### config.mk
export PLATFORM = sky130hd
export DESIGN_NAME = line_follower_pid_drive
export DESIGN_NICKNAME = d
export VERILOG_FILES = /design/src/design/lfpd_pkg.sv /design/src/design/line_follower_pid_drive.sv /design/src/design/lfpd_decode.sv
export SDC_FILE = /design/constraint.sdc
export NUM_CORES = 1
export LEC_CHECK = 0
export ABC_AREA = 1
export BUFFER_PORTS_ARGS = -buffer_cell sky130_fd_sc_hd__buf_2
export CORE_ASPECT_RATIO = 1.1
export CORE_MARGIN = 2
export CORE_UTILIZATION = 40
export CTS_CLUSTER_SIZE = 40
export DETAILED_ROUTE_END_ITERATION = 10
export SETUP_SLACK_MARGIN = 0.02
export SLEW_MARGIN = 20
export SYNTH_ARGS = -nofsm -noshare
export SYNTH_HDL_FRONTEND = slang
export SYNTH_HIERARCHICAL = 1
export SYNTH_SLANG_ARGS = --single-unit
### constraint.sdc
create_clock -name clk -period 8.8 [get_ports clk]
set_clock_uncertainty 0.2 [all_clocks]
set_input_delay 1.76 -clock clk [delete_from_list [all_inputs] [get_ports clk]]
set_output_delay 1.76 -clock clk [all_outputs]
set_load 0.005 [all_outputs]
### src/design/lfpd_pkg.sv
// lfpd_pkg: shared types, sensor pattern codes, register indexes and reset values
// for the line follower pid drive; no dependencies
package lfpd_pkg;

    localparam int PAT_W      = 5;
    localparam int ERR_W      = 5;
    localparam int SUM_W      = 18;
    localparam int STRAIGHT_W = 10;
    localparam int DRIVE_W    = 8;
    localparam int GAIN_W     = 12;
    localparam int CFG_IDX_W  = 3;
    localparam int CFG_DATA_W = 12;

    typedef logic [PAT_W-1:0]        pattern_t;
    typedef logic signed [ERR_W-1:0] err_t;

    typedef struct packed {
        logic found;
        err_t err;
    } decode_t;

    typedef enum logic [CFG_IDX_W-1:0] {
        CFG_BASE_SPEED         = 3'd0,
        CFG_MIN_DRIVE          = 3'd1,
        CFG_MAX_DRIVE          = 3'd2,
        CFG_BOOST_SPEED        = 3'd3,
        CFG_STRAIGHT_THRESHOLD = 3'd4,
        CFG_GAIN_P             = 3'd5,
        CFG_GAIN_I             = 3'd6,
        CFG_GAIN_D             = 3'd7
    } cfg_index_t;

    localparam pattern_t PAT_CENTER      = 5'h04;
    localparam pattern_t PAT_RIGHT_HALF  = 5'h0C;
    localparam pattern_t PAT_RIGHT_INNER = 5'h08;
    localparam pattern_t PAT_RIGHT_WIDE  = 5'h18;
    localparam pattern_t PAT_RIGHT_OUTER = 5'h10;
    localparam pattern_t PAT_LEFT_HALF   = 5'h06;
    localparam pattern_t PAT_LEFT_INNER  = 5'h02;
    localparam pattern_t PAT_LEFT_WIDE   = 5'h03;
    localparam pattern_t PAT_LEFT_OUTER  = 5'h01;

    localparam err_t LOST_ERROR = 5'sd12;

    localparam logic signed [SUM_W-1:0] SUM_MAX = 18'sh1FFFF;
    localparam logic signed [SUM_W-1:0] SUM_MIN = 18'sh20000;

    localparam logic [STRAIGHT_W-1:0] STRAIGHT_MAX   = 10'd1023;
    localparam logic [STRAIGHT_W-1:0] STRAIGHT_RESET = 10'd100;

    localparam logic [DRIVE_W-1:0]    BASE_SPEED_RESET  = 8'd100;
    localparam logic [DRIVE_W-1:0]    MIN_DRIVE_RESET   = 8'd30;
    localparam logic [DRIVE_W-1:0]    MAX_DRIVE_RESET   = 8'd210;
    localparam logic [DRIVE_W-1:0]    BOOST_SPEED_RESET = 8'd80;
    localparam logic [STRAIGHT_W-1:0] THRESHOLD_RESET   = 10'd500;
    localparam logic [GAIN_W-1:0]     GAIN_P_RESET      = 12'd1536;
    localparam logic [GAIN_W-1:0]     GAIN_I_RESET      = 12'd20;
    localparam logic [GAIN_W-1:0]     GAIN_D_RESET      = 12'd13;

endpackage

### src/design/line_follower_pid_drive.sv
// line_follower_pid_drive: top level, pid steering of two wheel drives from line samples
// depends on lfpd_pkg and lfpd_decode
//
// One sensor sample is taken per clock and each produces one result, at a sustained rate
// of one item per cycle while no stall holds it. The first stage decodes the sample and
// updates the integral, sample window and straight-run counters as the request is
// accepted; the second forms the three gain products; the third sums, truncates toward
// zero, applies boost and clamps into the output register. Register writes are taken
// at any time through cfg_valid/cfg_ready and must only be made while the block is idle.
module line_follower_pid_drive
#(
    parameter int INTEGRAL_WINDOW = 4000
)
(
    input  logic        clk,
    input  logic        rst_n,

    input  logic        in_valid,
    output logic        in_stall,
    input  logic [4:0]  sensor_pattern,

    output logic        out_valid,
    input  logic        out_stall,
    output logic [7:0]  left_drive,
    output logic [7:0]  right_drive,
    output logic signed [4:0] position_error,
    output logic        line_found,

    input  logic        cfg_valid,
    output logic        cfg_ready,
    input  logic [2:0]  cfg_index,
    input  logic [11:0] cfg_data
);

    localparam int CNT_W = $clog2(INTEGRAL_WINDOW + 1);
    localparam int D_W   = lfpd_pkg::ERR_W + 1;
    localparam int PP_W  = 18;
    localparam int PI_W  = 31;
    localparam int PD_W  = 19;
    localparam int PID_W = 32;
    localparam int TQ_W  = PID_W - 8;

    // configuration
    logic [7:0]  base_speed_reg, min_drive_reg, max_drive_reg, boost_speed_reg;
    logic [9:0]  straight_threshold_reg;
    logic [11:0] gain_p_reg, gain_i_reg, gain_d_reg;

    assign cfg_ready = 1'b1;

    always_ff @(posedge clk or negedge rst_n)
    begin
        if (!rst_n)
        begin
            base_speed_reg         <= lfpd_pkg::BASE_SPEED_RESET;
            min_drive_reg          <= lfpd_pkg::MIN_DRIVE_RESET;
            max_drive_reg          <= lfpd_pkg::MAX_DRIVE_RESET;
            boost_speed_reg        <= lfpd_pkg::BOOST_SPEED_RESET;
            straight_threshold_reg <= lfpd_pkg::THRESHOLD_RESET;
            gain_p_reg             <= lfpd_pkg::GAIN_P_RESET;
            gain_i_reg             <= lfpd_pkg::GAIN_I_RESET;
            gain_d_reg             <= lfpd_pkg::GAIN_D_RESET;
        end
        else if (cfg_valid && cfg_ready)
        begin
            case (lfpd_pkg::cfg_index_t'(cfg_index))
                lfpd_pkg::CFG_BASE_SPEED:         base_speed_reg <= cfg_data[7:0];
                lfpd_pkg::CFG_MIN_DRIVE:          min_drive_reg <= cfg_data[7:0];
                lfpd_pkg::CFG_MAX_DRIVE:          max_drive_reg <= cfg_data[7:0];
                lfpd_pkg::CFG_BOOST_SPEED:        boost_speed_reg <= cfg_data[7:0];
                lfpd_pkg::CFG_STRAIGHT_THRESHOLD: straight_threshold_reg <= cfg_data[9:0];
                lfpd_pkg::CFG_GAIN_P:             gain_p_reg <= cfg_data;
                lfpd_pkg::CFG_GAIN_I:             gain_i_reg <= cfg_data;
                lfpd_pkg::CFG_GAIN_D:             gain_d_reg <= cfg_data;
                default: ;
            endcase
        end
    end

    // pipeline flow
    logic s1_valid_reg, s2_valid_reg, s3_valid_reg;
    logic adv3, free2, accept;

    assign adv3     = !s3_valid_reg || !out_stall;
    assign free2    = !s2_valid_reg || adv3;
    assign in_stall = s1_valid_reg && !free2;
    assign accept   = in_valid && !in_stall;

    always_ff @(posedge clk or negedge rst_n)
    begin
        if (!rst_n)
        begin
            s1_valid_reg <= 1'b0;
            s2_valid_reg <= 1'b0;
            s3_valid_reg <= 1'b0;
        end
        else
        begin
            if (!in_stall)
                s1_valid_reg <= in_valid;
            if (free2)
                s2_valid_reg <= s1_valid_reg;
            if (adv3)
                s3_valid_reg <= s2_valid_reg;
        end
    end

    // stage 1: decode and controller state
    lfpd_pkg::decode_t dec;

    lfpd_decode u_decode
    (
        .pattern (sensor_pattern),
        .decoded (dec)
    );

    lfpd_pkg::err_t                  prior_error_reg;
    logic signed [lfpd_pkg::SUM_W-1:0] error_sum_reg, error_sum_next;
    logic [CNT_W-1:0]                sample_count_reg, sample_count_next;
    logic [lfpd_pkg::STRAIGHT_W-1:0] straight_count_reg, straight_count_next;

    logic                            centred, window_clear;
    logic [CNT_W:0]                  count_inc;
    logic signed [lfpd_pkg::SUM_W-1:0] sum_base;
    logic signed [lfpd_pkg::SUM_W:0]   sum_wide;
    logic signed [D_W-1:0]           diff_next;

    always_comb
    begin
        centred   = dec.found && (dec.err == 5'sd0);
        count_inc = {1'b0, sample_count_reg} + {{CNT_W{1'b0}}, 1'b1};
        window_clear = count_inc > (CNT_W+1)'(INTEGRAL_WINDOW);
        sample_count_next = window_clear ? '0 : count_inc[CNT_W-1:0];

        straight_count_next = straight_count_reg;
        if (dec.found)
        begin
            if (!centred)
                straight_count_next = '0;
            else if (straight_count_reg != lfpd_pkg::STRAIGHT_MAX)
                straight_count_next = straight_count_reg + 10'd1;
        end

        sum_base = (centred || window_clear) ? '0 : error_sum_reg;
        sum_wide = {sum_base[lfpd_pkg::SUM_W-1], sum_base}
                 + {{(lfpd_pkg::SUM_W+1-lfpd_pkg::ERR_W){dec.err[lfpd_pkg::ERR_W-1]}},
                    dec.err};
        if (sum_wide[lfpd_pkg::SUM_W] != sum_wide[lfpd_pkg::SUM_W-1])
            error_sum_next = sum_wide[lfpd_pkg::SUM_W] ? lfpd_pkg::SUM_MIN
                                                       : lfpd_pkg::SUM_MAX;
        else
            error_sum_next = sum_wide[lfpd_pkg::SUM_W-1:0];

        diff_next = {dec.err[lfpd_pkg::ERR_W-1], dec.err}
                  - {prior_error_reg[lfpd_pkg::ERR_W-1], prior_error_reg};
    end

    always_ff @(posedge clk or negedge rst_n)
    begin
        if (!rst_n)
        begin
            prior_error_reg    <= '0;
            error_sum_reg      <= '0;
            sample_count_reg   <= '0;
            straight_count_reg <= lfpd_pkg::STRAIGHT_RESET;
        end
        else if (accept)
        begin
            prior_error_reg    <= dec.err;
            error_sum_reg      <= error_sum_next;
            sample_count_reg   <= sample_count_next;
            straight_count_reg <= straight_count_next;
        end
    end

    lfpd_pkg::err_t                  s1_err_reg;
    logic                            s1_found_reg, s1_boost_reg;
    logic signed [D_W-1:0]           s1_diff_reg;
    logic signed [lfpd_pkg::SUM_W-1:0] s1_sum_reg;

    always_ff @(posedge clk)
    begin
        if (accept)
        begin
            s1_err_reg   <= dec.err;
            s1_found_reg <= dec.found;
            s1_boost_reg <= straight_count_next >= straight_threshold_reg;
            s1_diff_reg  <= diff_next;
            s1_sum_reg   <= error_sum_next;
        end
    end

    // stage 2: gain products
    logic signed [PP_W-1:0] prod_p_reg, prod_p_next, gp_ext, ep_ext;
    logic signed [PI_W-1:0] prod_i_reg, prod_i_next, gi_ext, si_ext;
    logic signed [PD_W-1:0] prod_d_reg, prod_d_next, gd_ext, dd_ext;
    lfpd_pkg::err_t         s2_err_reg;
    logic                   s2_found_reg, s2_boost_reg;

    always_comb
    begin
        gp_ext = {{(PP_W-12){1'b0}}, gain_p_reg};
        ep_ext = {{(PP_W-lfpd_pkg::ERR_W){s1_err_reg[lfpd_pkg::ERR_W-1]}}, s1_err_reg};
        gi_ext = {{(PI_W-12){1'b0}}, gain_i_reg};
        si_ext = {{(PI_W-lfpd_pkg::SUM_W){s1_sum_reg[lfpd_pkg::SUM_W-1]}}, s1_sum_reg};
        gd_ext = {{(PD_W-12){1'b0}}, gain_d_reg};
        dd_ext = {{(PD_W-D_W){s1_diff_reg[D_W-1]}}, s1_diff_reg};
        prod_p_next = gp_ext * ep_ext;
        prod_i_next = gi_ext * si_ext;
        prod_d_next = gd_ext * dd_ext;
    end

    always_ff @(posedge clk)
    begin
        if (s1_valid_reg && free2)
        begin
            prod_p_reg   <= prod_p_next;
            prod_i_reg   <= prod_i_next;
            prod_d_reg   <= prod_d_next;
            s2_err_reg   <= s1_err_reg;
            s2_found_reg <= s1_found_reg;
            s2_boost_reg <= s1_boost_reg;
        end
    end

    // stage 3: sum, truncate toward zero, boost, clamp
    function automatic logic [7:0] clamp_drive
    (
        input logic signed [TQ_W-1:0] v,
        input logic [7:0]             hi,
        input logic [7:0]             lo
    );
        logic signed [TQ_W-1:0] r;
        r = v;
        if (r > $signed({{(TQ_W-8){1'b0}}, hi}))
            r = $signed({{(TQ_W-8){1'b0}}, hi});
        if (r < $signed({{(TQ_W-8){1'b0}}, lo}))
            r = $signed({{(TQ_W-8){1'b0}}, lo});
        return r[7:0];
    endfunction

    logic signed [PID_W-1:0] pid, base_q, left_q, right_q, left_adj, right_adj;
    logic signed [TQ_W-1:0]  left_t, right_t;
    logic [7:0]              left_next, right_next;

    always_comb
    begin
        pid = {{(PID_W-PP_W){prod_p_reg[PP_W-1]}}, prod_p_reg}
            + {{(PID_W-PI_W){prod_i_reg[PI_W-1]}}, prod_i_reg}
            + {{(PID_W-PD_W){prod_d_reg[PD_W-1]}}, prod_d_reg};
        base_q  = {{(PID_W-16){1'b0}}, base_speed_reg, 8'd0};
        left_q  = base_q + pid;
        right_q = base_q - pid;
        left_adj  = left_q + (left_q[PID_W-1] ? 32'sd255 : 32'sd0);
        right_adj = right_q + (right_q[PID_W-1] ? 32'sd255 : 32'sd0);
        left_t  = left_adj[PID_W-1:8];
        right_t = right_adj[PID_W-1:8];
        if (s2_boost_reg)
        begin
            left_t  = $signed({{(TQ_W-8){1'b0}}, boost_speed_reg});
            right_t = left_t;
        end
        left_next  = clamp_drive(left_t, max_drive_reg, min_drive_reg);
        right_next = clamp_drive(right_t, max_drive_reg, min_drive_reg);
    end

    logic [7:0]     left_drive_reg, right_drive_reg;
    lfpd_pkg::err_t position_error_reg;
    logic           line_found_reg;

    always_ff @(posedge clk)
    begin
        if (s2_valid_reg && adv3)
        begin
            left_drive_reg     <= left_next;
            right_drive_reg    <= right_next;
            position_error_reg <= s2_err_reg;
            line_found_reg     <= s2_found_reg;
        end
    end

    assign out_valid      = s3_valid_reg;
    assign left_drive     = left_drive_reg;
    assign right_drive    = right_drive_reg;
    assign position_error = position_error_reg;
    assign line_found     = line_found_reg;

    // checks
    a_window_bound: assert property (@(posedge clk) disable iff (!rst_n)
        sample_count_reg <= CNT_W'(INTEGRAL_WINDOW))
        else $error("sample window counter past its limit");

    a_centre_clears: assert property (@(posedge clk) disable iff (!rst_n)
        (accept && sensor_pattern == lfpd_pkg::PAT_CENTER) |=> error_sum_reg == '0)
        else $error("centred sample did not clear the integral");

    a_lost_holds_run: assert property (@(posedge clk) disable iff (!rst_n)
        (accept && !dec.found) |=> $stable(straight_count_reg))
        else $error("lost line changed the straight count");

    a_lost_code: assert property (@(posedge clk) disable iff (!rst_n)
        (out_valid && !line_found) |-> position_error == lfpd_pkg::LOST_ERROR)
        else $error("lost line result without the lost code");

    a_no_drop: assert property (@(posedge clk) disable iff (!rst_n)
        (s2_valid_reg && s3_valid_reg && out_stall) |=> s2_valid_reg && s3_valid_reg)
        else $error("stalled request dropped from the pipeline");

endmodule

### src/design/lfpd_decode.sv
// lfpd_decode: maps a 5-bit line sensor pattern to a signed position error
// depends on lfpd_pkg
module lfpd_decode
(
    input  lfpd_pkg::pattern_t pattern,
    output lfpd_pkg::decode_t  decoded
);

    always_comb
    begin
        decoded.found = 1'b1;
        case (pattern)
            lfpd_pkg::PAT_CENTER:      decoded.err = 5'sd0;
            lfpd_pkg::PAT_RIGHT_HALF:  decoded.err = -5'sd1;
            lfpd_pkg::PAT_RIGHT_INNER: decoded.err = -5'sd3;
            lfpd_pkg::PAT_RIGHT_WIDE:  decoded.err = -5'sd5;
            lfpd_pkg::PAT_RIGHT_OUTER: decoded.err = -5'sd9;
            lfpd_pkg::PAT_LEFT_HALF:   decoded.err = 5'sd1;
            lfpd_pkg::PAT_LEFT_INNER:  decoded.err = 5'sd3;
            lfpd_pkg::PAT_LEFT_WIDE:   decoded.err = 5'sd5;
            lfpd_pkg::PAT_LEFT_OUTER:  decoded.err = 5'sd9;
            default:
            begin
                decoded.found = 1'b0;
                decoded.err   = lfpd_pkg::LOST_ERROR;
            end
        endcase
    end

endmodule
== After elaboration in Yosys (flattened, before gate mapping) ==
Cells that the tools add are included.
Word-level totals
  register bits: 254
  input port bits: 25
  logic and storage cells: 108
  output and inout port bits: 25
Operators by class
  eq/ne operators: 18
  $mul: 3
  mux-type cells: 17
  reduce and logical (&&, ||, !) cells: 24
  add/sub/neg operators: 10
  magnitude comparators: 6
Operators with widths (number)
  $mux W24: 4
  $add A32 B9 Y32: 2
  $mux W18: 3
  $gt A24 B9 Y1: 2
  $lt A24 B9 Y1: 2
  $pmux W5 S9: 1
  $add A17 B32 Y32: 1
  $add A18 B31 Y32: 1
  $add A32 B32 Y32: 1
  $mux W8: 4
  $sub A17 B32 Y32: 1
  $mul A13 B18 Y31: 1
  $mux W10: 3
  $add A18 B5 Y19: 1
  $mul A13 B6 Y19: 1
  $mul A13 B5 Y18: 1
  $reduce_and A2 Y1: 8
  $add A12 B1 Y13 const B: 1
  $gt A13 B12 Y1 const B: 1
  $eq A3 B3 Y1 const B: 4
  $mux W12: 1
  $add A10 B1 Y10 const B: 1
  $eq A5 B2 Y1 const B: 2
  $eq A5 B3 Y1 const B: 2
  16 further kinds: 29

== Longest topological paths before layout ==
  word-level depth: 10
  gate-level depth with buffers: 61
  depth with buffers taken out: 60

== Cells and area by module ==
The synthesis kept the hierarchy.
By module, submodules not included
  line_follower_pid_drive: times used 1, cells an instance 4058, area an instance 30864.6 um2
  lfpd_decode: times used 1, cells an instance 38, area an instance 167.7 um2

== Worst setup path before layout ==
OpenSTA, ideal clock, no wires.
  kind: register to register
  start point: register prod_p_reg[1]
  end point: register left_drive_reg[1] (netlist: left_drive[1]) (data pin)
  buffers on the path: 2
  path slack: 0.977 ns
  data arrival time: 7.371 ns
  clock period less this slack: 7.823 ns
  stages on the path, launching flop included: 55
  library setup time: 0.252 ns
  cells stage by stage: edfxtp_1 -> inv_1 -> fa_1 -> inv_1 -> ha_1 -> fa_1 -> nand2_1 -> nand2_1 -> nand3_1 -> nand2_1 -> xor2_1 -> ha_1 -> inv_1 -> o31ai_1 -> nand2_1 -> nand2_1 -> a21oi_1 -> nor2_2 -> [19 not listed] -> ha_1 -> inv_1 -> nor2_1 -> o21bai_1 -> a21oi_1 -> a2111oi_0 -> nand3_1 -> nand3_2 -> buf_2 -> nand2_1 -> o21ai_0 -> ha_1 -> a21oi_1 -> nor2_1 -> a211oi_1 -> nand2_4 -> nand3_1 -> nand2_1
On the way
  cells in the longest elaborated chain, start to end: 10
RTL lines
  start, declared: RTL line line_follower_pid_drive.sv:193  | logic signed [PP_W-1:0] prod_p_reg, prod_p_next, gp_ext, ep_ext;
  start signal, assigned: RTL line line_follower_pid_drive.sv:216  | prod_p_reg <= prod_p_next;
  $add A18 B31 Y32 (*): RTL line line_follower_pid_drive.sv:248  | + {{(PID_W-PI_W){prod_i_reg[PI_W-1]}}, prod_i_reg}
  $add A32 B32 Y32 (*): RTL line line_follower_pid_drive.sv:249  | + {{(PID_W-PD_W){prod_d_reg[PD_W-1]}}, prod_d_reg};
  $add A17 B32 Y32 (*): RTL line line_follower_pid_drive.sv:251  | left_q = base_q + pid;
  $mux W8: RTL line line_follower_pid_drive.sv:253  | left_adj = left_q + (left_q[PID_W-1] ? 32'sd255 : 32'sd0);
  $add A32 B9 Y32 (*): RTL line line_follower_pid_drive.sv:253
  $mux W24 (*): RTL line line_follower_pid_drive.sv:257  | if (s2_boost_reg)
  $gt A24 B9 Y1: RTL line line_follower_pid_drive.sv:234  | if (r > $signed({{(TQ_W-8){1'b0}}, hi}))
  $mux W24 (*): RTL line line_follower_pid_drive.sv:234
  $lt A24 B9 Y1: RTL line line_follower_pid_drive.sv:236  | if (r < $signed({{(TQ_W-8){1'b0}}, lo}))
  $mux W8 (*): RTL line line_follower_pid_drive.sv:236
  net left_next[1]: RTL line line_follower_pid_drive.sv:243  | logic [7:0] left_next, right_next;
  end signal, assigned: RTL line line_follower_pid_drive.sv:274  | left_drive_reg <= left_next;
  end, declared: RTL line line_follower_pid_drive.sv:266  | logic [7:0] left_drive_reg, right_drive_reg;
Mark *: on every way through the listed nets, which the timed path passes. The rest lies on a longest branch.
A chain may end at the register's enable or synchronous reset.

== Final worst setup path ==
  start point: register prod_p_reg[3]
  end point: register right_drive_reg[3] (netlist: right_drive[3]) (data pin)
On the way
  cells in the longest elaborated chain, start to end: 10
RTL lines
  $add A18 B31 Y32 (*): RTL line line_follower_pid_drive.sv:248
  $add A32 B32 Y32 (*): RTL line line_follower_pid_drive.sv:249
  $sub A17 B32 Y32 (*): RTL line line_follower_pid_drive.sv:252  | right_q = base_q - pid;
  $mux W8: RTL line line_follower_pid_drive.sv:254  | right_adj = right_q + (right_q[PID_W-1] ? 32'sd255 : 32'sd0);
  $add A32 B9 Y32 (*): RTL line line_follower_pid_drive.sv:254
  $mux W24 (*): RTL line line_follower_pid_drive.sv:257
  $gt A24 B9 Y1: RTL line line_follower_pid_drive.sv:234
  $mux W24 (*): RTL line line_follower_pid_drive.sv:234
  $lt A24 B9 Y1: RTL line line_follower_pid_drive.sv:236
  $mux W8 (*): RTL line line_follower_pid_drive.sv:236
  net right_next[3]: RTL line line_follower_pid_drive.sv:243
  end signal, assigned: RTL line line_follower_pid_drive.sv:275  | right_drive_reg <= right_next;
  end, declared: RTL line line_follower_pid_drive.sv:266
Marks and branches as above.

==> results.txt <==
The run finished with clean final reports. The number of nets in the synthesized netlist came out at 4689. For this block, the initial DRC count from the detailed router was 1392. The number of standard cells in the layout, taps in and fillers out is 5199. Setup repair after global routing could not meet its margin everywhere.

The category of the most critical setup path is reg2reg. The initial cell density of the core is 0.402. The HPWL reported at the end of detailed placement is 65200 µm. The most used flip-flop cell after synthesis is sky130_fd_sc_hd__edfxtp_1. The count of unique library cells instantiated by Yosys is 59. The highest net fanout along the worst path is 15. The worst setup path is launched from a flop. The number of slew-limit violations in the final report is 0. The routability congestion estimate from global placement is 0.973. The area of the core is 77100 µm². The area growth from synthesis to layout is 9.45%. The number of levels the H-tree was split into came out at 2. The hold-critical path depth came out at 0. For this design, the sink count on the clock tree is 254. After synthesis the netlist holds a flip-flop and latch count of 254. The flip-flop count of the largest register, all copies and words added is 31.

The worst setup path is captured at a flop. For this design, the slowest cell found on the critical path is sky130_fd_sc_hd__fa_1. Of the total synthesized cell area, the portion taken by full adders, half adders and majority gates is 0.303. The first-pass iteration count of the detailed router came out at 5. The count of maximum capacitance violations is 0. The routed via count is 25300. The total count of hold-check failures in the final report came to 0.

The stage delay of the slowest cell on the critical path came out at 0.53 ns. In the global route stage, overall resource usage came out at 0.205. The transition time at the pin with the least slew margin is 1.03 ns. The setup slack on the worst flop-to-flop path is 0.58 ns. Each instance of the synthesized netlist takes up on average 7.58 µm². The routed design has 80400 µm of wire. The count of buffering cells on the critical path with inverters included is 5. The part of the Yosys area used for sequential elements is 0.227. The data required time at the worst endpoint is 9.00 ns.

Global routing finished with a remaining overflow of 0. The cell depth of the worst flop-to-flop path came out at 41. The count of synthesis-stage warnings from yosys is 6. The vias per cell came out at 4.87. The data arrival at the endpoint of the critical path came out at 8.42 ns. The detailed-route wire length per cell is 15.5 µm. The die span in x is 270 µm. The number of clock buffers inserted by TritonCTS came out at 34. The via count of the first global-routing pass is 25700. Entering global routing, the biggest net connects 88 pins. The number of flops mapped to enable cells by yosys came out at 128. The first-pass GRT wire length is 131000 µm. The cell area after technology mapping came out at 31000 µm². After detailed routing, the number of remaining DRC violations is 0. The fraction of registers with async set or reset after synthesis came out at 0.496. The die outline height came out at 296 µm. The count of input and output buffers is 48. The area enclosed by the die boundary came out at 79800 µm². In this run the most critical hold path is launched from s2_found_reg$_DFFE_PP_. The number of antenna-violating nets in the routed design came out at 0. The TritonCTS clock tree is done.

The gate count of the mapped netlist is 4096. Derived from the worst setup path, the maximum achievable clock frequency is 122 MHz. The type of the worst min-delay path is reg2reg. The synthesized-area fraction occupied by ao, oa, aoi and oai cells is 0.0715.

The root buffer cell chosen for the clock tree is sky130_fd_sc_hd__clkbuf_16. Of the cells placed in the final design, the portion with a size suffix greater than 1 is 0.0798. In this run, placement finished with an instance count of 5117.

The final-stage net count is 4729. The critical path starts at prod_p_reg[3]$_DFFE_PP_. The count of filler cells inserted in the layout is 7870.

The number of cells on the critical path came out at 41. The clock latency reported for the late side of the worst-skew pair is 0.57 ns. By area, the combinational part of the netlist is dominated by adder cells. The buffer depth of the longest clock path came out at 3. Clock-pin slew was measured on the worst setup and hold paths at 0.06 ns. The worst register-to-register path begins at prod_p_reg[3]$_DFFE_PP_. Of the total synthesized cell area, the portion taken by AND, OR, NAND and NOR gates is 0.238. The cell family with the largest share of critical-path delay is simple AND/OR/NAND/NOR gates. The post-layout minimum cycle time is 8.22 ns. The relative slew slack is 0.315. The number of cell rows came out at 107. Setup violations remaining at the end of the flow were counted as 0. The boundary pin count came out at 50. The initial antenna violation count is 3. The share of cell area taken by muxes after synthesis came out at 0.000323.

Counting stages on the worst path, the most repeated cell is sky130_fd_sc_hd__nand2_1. The final cycle utilization of the critical path came out at 0.934. Of the total synthesized cell area, the portion taken by XOR and XNOR cells is 0.0408.
## repair_timing
item	in CTS	in global routing
hold buffers	0	0
setup endpoints to repair	0	16
gates resized for setup	0	58
setup buffers	0	16
## routing by layer
metal,part of all wire,vias to the layer above,track usage,wire [µm]
met5,0,-,0,0
met4,0.040,0,0.0804,3220
met3,0.036,144,0.0194,2920
met2,0.48,494,0.365,38700
met1,0.44,12000,0.258,35500
li1,-,12700,-,-
## cell families after synthesis
logic type / Yosys count
AND/OR/NAND/NOR: 1738
buffers and inverters: 981
adder cells (fa/ha/maj): 568
AO/OA/AOI/OAI: 411
flip-flops: 254
XOR/XNOR: 142
other: 1
multiplexers: 1
## final timing paths
| check | to |
|---|---|
| max | right_drive[3]$_DFFE_PP_ |
| min | line_found$_DFFE_PP_ |
| max reg2reg | right_drive[3]$_DFFE_PP_ |
| min reg2reg | line_found$_DFFE_PP_ |
| max in group asynchronous | gain_p_reg[1]$_DFFE_PN0P_ |
| min in group asynchronous | error_sum_reg[0]$_DFFE_PN0P_ |
## cell type report
type | count | area (µm²) | share of cell area
multi-input combinational | 2863 | 20500 | 0.605
clock buffer | 42 | 911 | 0.0268
inverter | 889 | 3340 | 0.0983
antenna | 2 | 5.00 | 0.000147
clock inverter | 20 | 236 | 0.00696
sequential | 254 | 7030 | 0.207
tap | 1035 | 1290 | 0.0381
timing repair buffer | 94 | 604 | 0.0178
## stage by stage
step	setup TNS (ns)	cell area [µm²]	hold slack (ns)	utilization	setup WS, ns
6_report	0	34000	0.218	0.440	0.577
2_1_floorplan	0	31000	0.200	-	0.977
4_1_cts	0	33600	0.219	0.436	0.0543
5_1_grt	-0.562	34000	0.228	0.440	-0.0823
3_5_place_dp	0	32500	0.205	0.421	0.124
3_3_place_gp	0	32500	0.204	0.421	0.236
## cell usage in the layout (no fill, tap or decap), drive strengths merged, types with 8 or more instances in the layout
| master | instances |
|---|---|
| or2 | 18 |
| clkinv | 16 |
| nand3b | 9 |
| dfstp | 29 |
| xor2 | 104 |
| a21oi | 136 |
| ha | 263 |
| a21o | 8 |
| buf | 94 |
| o21bai | 10 |
| nand3 | 225 |
| nand4 | 45 |
| clkbuf | 42 |
| inv | 889 |
| dfrtp | 97 |
| edfxtp | 128 |
| fa | 305 |
| nor3 | 37 |
| o21ai | 216 |
| nand2 | 1132 |
| o21a | 10 |
| nor2 | 262 |
| xnor2 | 38 |
## Yosys cell counts (37+ instances only)
master,n,area (µm²)
sky130_fd_sc_hd__a21oi_1,135,676
sky130_fd_sc_hd__clkbuf_1,75,282
sky130_fd_sc_hd__dfrtp_1,97,2430
sky130_fd_sc_hd__edfxtp_1,128,3840
sky130_fd_sc_hd__fa_1,305,6110
sky130_fd_sc_hd__ha_1,263,3290
sky130_fd_sc_hd__inv_1,875,3280
sky130_fd_sc_hd__nand2_1,1093,4100
sky130_fd_sc_hd__nand3_1,211,1060
sky130_fd_sc_hd__nand4_1,44,275
sky130_fd_sc_hd__nor2_1,239,897
sky130_fd_sc_hd__nor3_1,37,185
sky130_fd_sc_hd__o21ai_0,213,1070
sky130_fd_sc_hd__xnor2_1,38,333
sky130_fd_sc_hd__xor2_1,101,885
Power is not shown: default switching activity piles up to over one toggle a cycle in this logic, so the estimate is an artifact.
